**config.mk**
```make
export PLATFORM = sky130hd
export DESIGN_NAME = key_debounce_long_press_top
export DESIGN_NICKNAME = d
export VERILOG_FILES = /design/src/rtl/kdlp_pkg.sv /design/src/rtl/kdlp_core.sv /design/src/rtl/kdlp_out_reg.sv /design/src/rtl/key_debounce_long_press_top.sv
export SDC_FILE = /design/constraint.sdc
export NUM_CORES = 1
export LEC_CHECK = 0
export BUFFER_PORTS_ARGS = -buffer_cell sky130_fd_sc_hd__buf_4
export CORE_AREA = 2 2 125 127
export CTS_BUF_LIST = sky130_fd_sc_hd__clkbuf_2 sky130_fd_sc_hd__clkbuf_4 sky130_fd_sc_hd__clkbuf_8
export DETAILED_ROUTE_END_ITERATION = 12
export DIE_AREA = 0 0 127 129
export GPL_TIMING_DRIVEN = 0
export PLACE_DENSITY = 0.61
export SLEW_MARGIN = 20
export SYNTH_ARGS = -nofsm -noshare
export SYNTH_HDL_FRONTEND = slang
export SYNTH_SLANG_ARGS = --single-unit
```
**constraint.sdc**
```tcl
create_clock -name clk_i -period 5 [get_ports clk_i]
set_input_delay 0.25 -clock clk_i [delete_from_list [all_inputs] [get_ports clk_i]]
set_output_delay 0.25 -clock clk_i [all_outputs]
set_load 0.005 [all_outputs]
```
**src/rtl/kdlp_pkg.sv**
```systemverilog
// shared types, constants and helpers for the key debounce block
package kdlp_pkg;

  // timestamp arithmetic width, elapsed time wraps modulo 2^TimeBits
  localparam int TimeBits = 32;
  localparam int NowBits = 32;
  localparam int ThrBits = 16;
  localparam int CmpBits = (TimeBits > ThrBits) ? TimeBits : ThrBits;

  // configuration port
  localparam int CfgAddrBits = 2;
  localparam int CfgDataBits = 16;
  localparam logic [CfgAddrBits-1:0] CfgDebounce = 2'd0;
  localparam logic [CfgAddrBits-1:0] CfgLongPress = 2'd1;

  // reset values of the thresholds
  localparam logic [ThrBits-1:0] DebounceRst = 16'd20;
  localparam logic [ThrBits-1:0] LongPressRst = 16'd1000;

  // stream widths
  localparam int InDataBits = 40;
  localparam int OutDataBits = 8;

  // encoded scan state as reported on the output
  localparam logic [1:0] StIdle = 2'd0;
  localparam logic [1:0] StDebounce = 2'd1;
  localparam logic [1:0] StPressed = 2'd2;
  localparam logic [1:0] StRelease = 2'd3;

  typedef enum logic [3:0] {
    PhIdle     = 4'b0001,
    PhDebounce = 4'b0010,
    PhPressed  = 4'b0100,
    PhRelease  = 4'b1000
  } phase_e;

  // one scan request
  typedef struct packed {
    logic              key_level;
    logic [NowBits-1:0] now_ms;
  } scan_t;

  // one result
  typedef struct packed {
    logic       buzzer_on_pulse;
    logic       buzzer_off_pulse;
    logic       toggle_pulse;
    logic [1:0] scan_state;
    logic       long_seen;
  } result_t;

  // elapsed time reached a threshold
  function automatic logic reached(logic [TimeBits-1:0] elapsed,
                                   logic [ThrBits-1:0] thr);
    return CmpBits'(elapsed) >= CmpBits'(thr);
  endfunction

endpackage

```
**src/rtl/kdlp_core.sv**
```systemverilog
// input register, debounce state machine and per-scan step logic
module kdlp_core import kdlp_pkg::*; (
  input  logic                   clk_i,
  input  logic                   rst_ni,
  // scan requests
  input  logic                   scan_valid_i,
  output logic                   scan_ready_o,
  input  scan_t                  scan_i,
  // thresholds
  input  logic [ThrBits-1:0]     debounce_time_i,
  input  logic [ThrBits-1:0]     long_press_time_i,
  // results toward the output register
  output logic                   res_valid_o,
  input  logic                   res_ready_i,
  output result_t                res_o
);

  logic                  in_valid_q;
  scan_t                 in_q;
  phase_e                phase_q, phase_d;
  logic [TimeBits-1:0]   mark_q, mark_d;
  logic                  long_q, long_d;
  logic                  advance;
  logic [TimeBits-1:0]   now_t;
  logic [TimeBits-1:0]   elapsed;
  logic                  released;
  logic                  dbc_hit;
  logic                  on_p, off_p, tog_p;

  assign advance      = in_valid_q & res_ready_i;
  assign scan_ready_o = ~in_valid_q | res_ready_i;
  assign res_valid_o  = in_valid_q;

  // input register
  always_ff @(posedge clk_i or negedge rst_ni) begin
    if (!rst_ni) begin
      in_valid_q <= 1'b0;
    end else if (scan_ready_o) begin
      in_valid_q <= scan_valid_i;
    end
  end

  always_ff @(posedge clk_i) begin
    if (scan_ready_o && scan_valid_i) begin
      in_q <= scan_i;
    end
  end

  // elapsed time since the mark, wrapping
  assign released = in_q.key_level;
  assign now_t    = TimeBits'(in_q.now_ms);
  assign elapsed  = now_t - mark_q;
  assign dbc_hit  = reached(elapsed, debounce_time_i);

  // step logic
  always_comb begin
    phase_d = phase_q;
    mark_d  = mark_q;
    long_d  = long_q;
    on_p    = 1'b0;
    off_p   = 1'b0;
    tog_p   = 1'b0;
    unique case (phase_q)
      PhIdle: begin
        if (!released) begin
          phase_d = PhDebounce;
          mark_d  = now_t;
          long_d  = 1'b0;
        end
      end
      PhDebounce: begin
        if (dbc_hit) begin
          phase_d = released ? PhIdle : PhPressed;
        end
      end
      PhPressed: begin
        if (!long_q && reached(elapsed, long_press_time_i)) begin
          long_d = 1'b1;
          on_p   = 1'b1;
        end
        if (released) begin
          phase_d = PhRelease;
          mark_d  = now_t;
        end
      end
      PhRelease: begin
        if (dbc_hit) begin
          if (released) begin
            off_p   = 1'b1;
            tog_p   = ~long_q;
            phase_d = PhIdle;
          end else begin
            phase_d = PhPressed;
          end
        end
      end
      default: begin
        phase_d = PhIdle;
      end
    endcase
  end

  // state registers, updated once per processed scan
  always_ff @(posedge clk_i or negedge rst_ni) begin
    if (!rst_ni) begin
      phase_q <= PhIdle;
      mark_q  <= '0;
      long_q  <= 1'b0;
    end else if (advance) begin
      phase_q <= phase_d;
      mark_q  <= mark_d;
      long_q  <= long_d;
    end
  end

  // encode the next state for the result
  always_comb begin
    res_o.buzzer_on_pulse  = on_p;
    res_o.buzzer_off_pulse = off_p;
    res_o.toggle_pulse     = tog_p;
    res_o.long_seen        = long_d;
    unique case (phase_d)
      PhIdle:     res_o.scan_state = StIdle;
      PhDebounce: res_o.scan_state = StDebounce;
      PhPressed:  res_o.scan_state = StPressed;
      PhRelease:  res_o.scan_state = StRelease;
      default:    res_o.scan_state = StIdle;
    endcase
  end

endmodule

```
**src/rtl/kdlp_out_reg.sv**
```systemverilog
// result register that holds a result until the receiver takes it
module kdlp_out_reg import kdlp_pkg::*; (
  input  logic    clk_i,
  input  logic    rst_ni,
  input  logic    res_valid_i,
  output logic    res_ready_o,
  input  result_t res_i,
  output logic    out_valid_o,
  input  logic    out_ready_i,
  output result_t out_o
);

  logic    valid_q;
  result_t data_q;

  assign res_ready_o = ~valid_q | out_ready_i;
  assign out_valid_o = valid_q;
  assign out_o       = data_q;

  // valid flag
  always_ff @(posedge clk_i or negedge rst_ni) begin
    if (!rst_ni) begin
      valid_q <= 1'b0;
    end else if (res_ready_o) begin
      valid_q <= res_valid_i;
    end
  end

  // payload
  always_ff @(posedge clk_i) begin
    if (res_ready_o && res_valid_i) begin
      data_q <= res_i;
    end
  end

endmodule

```
**src/rtl/key_debounce_long_press_top.sv**
```systemverilog
// Debouncer for one active-low key with click and long-press detection.
// Each request on the s_axis channel is one scan: the raw key level and the
// current millisecond timestamp. Every scan gives exactly one result on the
// m_axis channel: buzzer-on, buzzer-off and toggle pulses, the state after
// the scan (0 idle, 1 debounce, 2 pressed, 3 release) and the long-press flag.
// Thresholds are written through the cfg channel (index 0 debounce time,
// index 1 long-press time, in ms); write them only while no scan is in flight.
// A scan passes two registers on its way: the input register holds it while the
// step logic works out its result, and the result register, loaded from the
// step logic, holds that result and drives m_axis_tvalid.
// Throughput is one scan per cycle while the receiver does not stall; the state
// update is one subtract plus threshold compares between input and result registers.
// If the receiver stalls, the result register holds its result and the
// input register holds the next scan; s_axis_tready drops once both are full.
// Reset clears the state to idle, the mark time and long-press flag to zero,
// the thresholds to 20 ms and 1000 ms, and empties both registers.
module key_debounce_long_press_top import kdlp_pkg::*; (
  input  logic                   clk_i,
  input  logic                   rst_ni,
  // scan requests
  input  logic                   s_axis_tvalid,
  output logic                   s_axis_tready,
  input  logic [InDataBits-1:0]  s_axis_tdata,   // key_level, now_ms[31:0], zero pad
  // results
  output logic                   m_axis_tvalid,
  input  logic                   m_axis_tready,
  output logic [OutDataBits-1:0] m_axis_tdata,   // buzzer_on_pulse, buzzer_off_pulse,
                                                 // toggle_pulse, scan_state[1:0],
                                                 // long_seen, zero pad
  // configuration writes
  input  logic                   cfg_valid_i,
  output logic                   cfg_ready_o,
  input  logic [CfgAddrBits-1:0] cfg_addr_i,
  input  logic [CfgDataBits-1:0] cfg_data_i
);

  logic [ThrBits-1:0] debounce_q;
  logic [ThrBits-1:0] long_press_q;
  scan_t              scan;
  logic               res_valid;
  logic               res_ready;
  result_t            res;
  result_t            out;

  assign cfg_ready_o = 1'b1;

  // threshold registers
  always_ff @(posedge clk_i or negedge rst_ni) begin
    if (!rst_ni) begin
      debounce_q   <= DebounceRst;
      long_press_q <= LongPressRst;
    end else if (cfg_valid_i) begin
      unique case (cfg_addr_i)
        CfgDebounce:  debounce_q   <= ThrBits'(cfg_data_i);
        CfgLongPress: long_press_q <= ThrBits'(cfg_data_i);
        default: ;
      endcase
    end
  end

  // unpack the scan request
  assign scan.key_level = s_axis_tdata[0];
  assign scan.now_ms    = s_axis_tdata[NowBits:1];

  kdlp_core u_core (
    .clk_i             (clk_i),
    .rst_ni            (rst_ni),
    .scan_valid_i      (s_axis_tvalid),
    .scan_ready_o      (s_axis_tready),
    .scan_i            (scan),
    .debounce_time_i   (debounce_q),
    .long_press_time_i (long_press_q),
    .res_valid_o       (res_valid),
    .res_ready_i       (res_ready),
    .res_o             (res)
  );

  kdlp_out_reg u_out_reg (
    .clk_i       (clk_i),
    .rst_ni      (rst_ni),
    .res_valid_i (res_valid),
    .res_ready_o (res_ready),
    .res_i       (res),
    .out_valid_o (m_axis_tvalid),
    .out_ready_i (m_axis_tready),
    .out_o       (out)
  );

  // pack the result
  assign m_axis_tdata = {2'b00, out.long_seen, out.scan_state, out.toggle_pulse,
                         out.buzzer_off_pulse, out.buzzer_on_pulse};

endmodule
```
## Yosys cells after proc, flatten, opt, wreduce, memory -nomap -nowiden

Cells that the tools add are included.

- Bits in registers: 110
- Input port bits: 63
- Output and inout port bits: 11
- Logic and storage cells: 59

- Add/sub/neg operators: 1
- $lt $le $gt $ge: 2
- Eq/ne operators: 10
- Multiplexer cells: 14
- Bitwise operators: 6
- Reductions and logical operators: 12

Operators with widths:

| operator | count |
|---|---|
| $ge 32x16->1 | 2 |
| $mux 32 | 2 |
| $pmux 32 s2 | 1 |
| $sub 32x32->32 | 1 |
| $mux 4 | 3 |
| $pmux 4 s3 | 1 |
| $eq 4x2->1 const B | 2 |
| $eq 4x3->1 const B | 2 |
| $eq 4x4->1 const B | 2 |
| $pmux 2 s3 | 1 |
| $reduce_and 2->1 | 3 |
| $eq 4x1->1 const B | 1 |
| $mux 1 | 4 |
| $reduce_and 4->1 | 1 |
| $logic_and 1x1->1 | 3 |
| $mux 3 | 1 |
| $not 1->1 | 3 |
| $reduce_and 3->1 | 1 |
| $eq 2x1->1 const B | 1 |
| $logic_not 2->1 | 1 |
| $ne 2x1->1 const B | 1 |
| $ne 2x2->1 const B | 1 |
| $or 1x1->1 | 2 |
| $pmux 1 s2 | 1 |
| 4 further kinds | 4 |

## Logic depth before layout (Yosys ltp)

- Depth after elaboration: 6
- Depth in mapped cells: 17
- Depth with buffers taken out: 17

## By module

A second synthesis with hierarchy kept.

- Cell total of the unflattened synthesis: 736
- Area total of the unflattened synthesis: 7186.9 µm²

By module, submodules not included:

| module | times used | cells an instance | area an instance (µm²) | sequential area each (µm²) |
|---|---|---|---|---|
| kdlp_core | 1 | 653 | 5700.5 | 1943.1 |
| key_debounce_long_press_top | 1 | 73 | 1252.5 | 810.8 |
| kdlp_out_reg | 1 | 10 | 234.0 | 205.2 |

## Worst setup path before layout

No wires, ideal clock.

- Kind: reg2reg
- Start point: reg u_core.in_q, in the netlist u_core.now_t[0]
- End point: reg u_out_reg.data_q, in the netlist u_out_reg.out_o[3] (data pin)
- Setup time: 0.256 ns
- Arrival: 3.594 ns
- Data required time: 4.744 ns
- Path slack: 1.150 ns
- Cell stages (with the launch flop): 17
- Buffers on the path: 0
- Clock period less this slack: 3.850 ns
- Cells stage by stage: edfxtp_1 -> inv_1 -> ha_1 -> fa_1 -> nor2b_1 -> o2111ai_2 -> a211o_1 -> nor2b_1 -> xnor2_1 -> ha_1 -> a21oi_1 -> nor2b_1 -> a2111oi_0 -> o21ai_0 -> or3_1 -> or2_1 -> and4_1

- Longest elaborated chain between the ends: 3

Ends and longest elaborated chain:

| what | line | text |
|---|---|---|
| start, declared | kdlp_core.sv:19 | `scan_t in_q;` |
| start signal, assigned | kdlp_core.sv:45 | `in_q <= scan_i;` |
| $sub 32x32->32 | kdlp_core.sv:52 | `assign elapsed = now_t - mark_q;` |
| $ge 32x16->1 | kdlp_pkg.sv:55 | `return CmpBits'(elapsed) >= CmpBits'(thr);` |
| $reduce_and 3->1 (no line) | - |  |
| end signal, assigned | kdlp_out_reg.sv:32 | `data_q <= res_i;` |
| end, declared | kdlp_out_reg.sv:14 | `result_t data_q;` |

No other way between the ends.
A chain may end at the register's enable or synchronous reset.

## Worst setup path after layout

Same ends and word-level chain as after synthesis.

==> metrics.yaml <==
run_status:
  status: "finished, violations left"
  failed_checks: "hold timing"
sta:
  holdWs_ns: -0.0171
  fmax_mhz: 222
  final_max_slew_viol_count: 0
  relSlewSlack: 0.274
  finClkSkew_ns: 0.0114
  tightest_slew_ns: 1.09
  rsz0062_at_grt: "no"
  finalWorstSetupSlack_ns: 0.487
  final.period_utilization: 0.903
  hold_viol_final: 22
  fin_crit_ns: 4.51
  setup_viol: 0
  setup_tns_ns: 0
synthesis:
  yosysSeqAreaShare: 0.438
  synth_edf_count: 39
  yosysUniqueCellTypes: 68
  avgSynthCellArea_sq_um: 9.59
  synth-async-reset-ratio: 0.645
  netlist_area_sq_mm: 0.00675
  yosys_most_used_dff: "dfrtp_1"
  synth_warnings: 0
  postSynthCellCount: 704
  synth-seq-cells: 110
routing:
  antenna_left: 0
  viasPerCell: 5.38
  wirelength_mm: 14.9
  avgRoutedWirePerCell_um: 15.2
  drc_errors: 0
  vias: 5265
  drt_iter0_drc: 371
  dr.pass1.iters: 8
cells_and_area:
  fin_util: 0.518
  area_delta_synth_final_pct: 14.8
  mostFrequentLayoutCells: "86 x nand2_1, 69 x inv_1, 69 x o21ai_0, 66 x buf_4, 63 x ha_1"
  multi_input_area_sq_mm: 0.00343
  regArea_sq_mm: 0.00296
  layout_commonest_cell: "nand2_1"
  diodes: 0
  finalNetCount: 912
  fillers: 1366
  drive_gt1_frac: 0.161
setup_path:
  worst_ep_required_time_ns: 5.14
  crit_type: "reg -> reg"
  cp_num_buf_inv: 1
  cp.arrival_ns: 4.66
  reg2reg_depth: 16
  path_cells: "inv_1, ha_1, fa_1, nor2b_1, o2111ai_2, a211o_1, nor2b_1, xnor2_1, ha_1, a21oi_1, nor2b_1, a2111oi_0, o21ai_0, or3_1, or2_1, and4_1"
  crit_path_max_fanout: 6
  critPathCaptureType: "flip-flop"
  crit_top_cell: "nor2b_1"
  cp-start-kind: "flip-flop"
  worst_path_max_delay_cell: "fa_1"
  crit_family: "compound AO/OA/AOI/OAI gates"
  critPathMaxStageDelay_ns: 0.41
  path_depth: 16
cts:
  root_buffer: "clkbuf_8"
  clk_path_buf_depth: 2
  clock_latency_ns: 0.39
  clk_pin_slew_ns: 0.10
  cts_tree: "built"
  h-tree-depth: 3
  cts_num_sinks: 110
  cts_inserted_buffers: 9
floorplanning:
  rows: 45
  num_io_pins: 74
  core-area_sq_mm: 0.0150
  die_h_um: 129
  fp.dieW_um: 127
  initial_core_util: 0.451
  dieArea_sq_mm: 0.0164
global_routing:
  grt_pass1_wl_mm: 24.9
  gr-total-overflow: 0
  grt_start_max_net_pins: 72
  grt_pass1_vias: 5100
  grtUsageTotal: 0.190
  antenna_found_initial: 0
power_and_ir_drop:
  ir_worst_vdd_mv: 0.276
  p_per_area_mw_per_mm2: 573
  p_leak_nw: 3.47
placed_design:
  place_congestion: 0.871
  dp_slack_ns: 0.510
  hpwl_mm: 11.4
  io_buffers: 63
flow_run:
  drv_cap: 0
min_path:
  hold_path.class: "in -> async"
-- cell families (layout without fill, tap and decap cells) --
logic type      Yosys count  count (layout)  synth area share
fa+ha+maj                64              64             0.120
xor+xnor                 22              22            0.0285
mux                      21              21            0.0348
flops                   110             110             0.438
buf+inv                  93             178            0.0539
simple gates            198             198             0.141
compound gates          194             194             0.183
other cells               2               3           0.00111
-- area by class of cell --
cell class | instances | area share
Timing Repair Buffer | 69 | 0.0701
Inverter | 69 | 0.0334
Clock buffer | 10 | 0.0169
Multi-Input combinational cell | 502 | 0.443
Tap cell | 188 | 0.0303
Buffer | 24 | 0.0136
Clock inverter | 6 | 0.0108
Sequential cell | 110 | 0.382
-- per-stage QoR --
| step | hold slack (ns) | std cells | power, mW | instance area [sq um] |
|---|---|---|---|---|
| final | -0.0171 | 978 | 4.44 | 7750 |
| after global routing | 0.00123 | 978 | 4.89 | 7750 |
| after CTS | 0.00357 | 973 | 4.47 | 7700 |
| after detailed placement | 0.429 | 957 | 3.85 | 7490 |
| after global placement | 0.428 | 956 | 3.79 | 7460 |
| after floorplan | -0.0456 | 705 | 3.20 | 6760 |
-- layer usage --
metal | up-vias | wire [um] | track usage
met5 | - | 0 | 0
met4 | 0 | 212 | 0.0575
met3 | 12 | 491 | 0.0349
met2 | 91 | 6820 | 0.305
met1 | 2511 | 7390 | 0.264
li1 | 2651 | - | -
-- synth_stat cells, drive strengths merged, types with 5 or more instances --
master  instances  share of area
a21o           25          0.028
a21oi          44          0.034
buf             6         0.0056
clkbuf         18          0.010
dfrtp          62           0.23
dfstp           9          0.035
edfxtp         39           0.17
ha             63           0.12
inv            69          0.038
mux2           20          0.033
nand2          86          0.048
nand2b         13          0.012
nand3           6         0.0044
nand4          10         0.0093
nor2           35          0.019
nor3           10         0.0074
nor4            5         0.0046
o211ai          9          0.010
o21ai          72          0.053
xnor2          12          0.016
xor2           10          0.013
-- repair_timing --
action,CTS,global route
hold buffers,0,5
endpoints found under the setup margin,0,0
resized for setup,0,0
buffers inserted,0,0
endpoints found under the hold margin,0,5
-- power breakdown --
group / leakage [nW] / switching [mW] / internal [mW]
Clock: 0.114 / 0.299 / 0.287
Combinational: 2.13 / 1.53 / 1.09
Sequential: 1.23 / 0.0794 / 1.16
-- state kept, by name, summed over array words and instances, names as in the netlist, 4 cells and up --
name             cells
debounce_q          16
long_press_q        16
u_core.mark_q       32
u_core.now_t        32
u_core.phase_q       4
u_out_reg.out_o      6
-- worst paths after layout --
kind | startpoint | end | slack (ns)
max | u_core.now_t[0]$_DFFE_PP_ | u_out_reg.out_o[3]$_SDFFCE_PN0P_ | 0.49
min | rst_ni | u_core.mark_q[6]$_DFFE_PN0P_ | -0.02
max reg2reg | u_core.now_t[0]$_DFFE_PP_ | u_out_reg.out_o[3]$_SDFFCE_PN0P_ | 0.49
min reg2reg | u_core.now_t[24]$_DFFE_PP_ | u_core.mark_q[24]$_DFFE_PN0P_ | 0.50
max in group asynchronous | rst_ni | u_out_reg.out_valid_o$_DFFE_PN0P_ | 4.41
min in group clk_i | s_axis_tdata[3] | u_core.now_t[2]$_DFFE_PP_ | 0.03
Power figures use the tool's default switching activity.
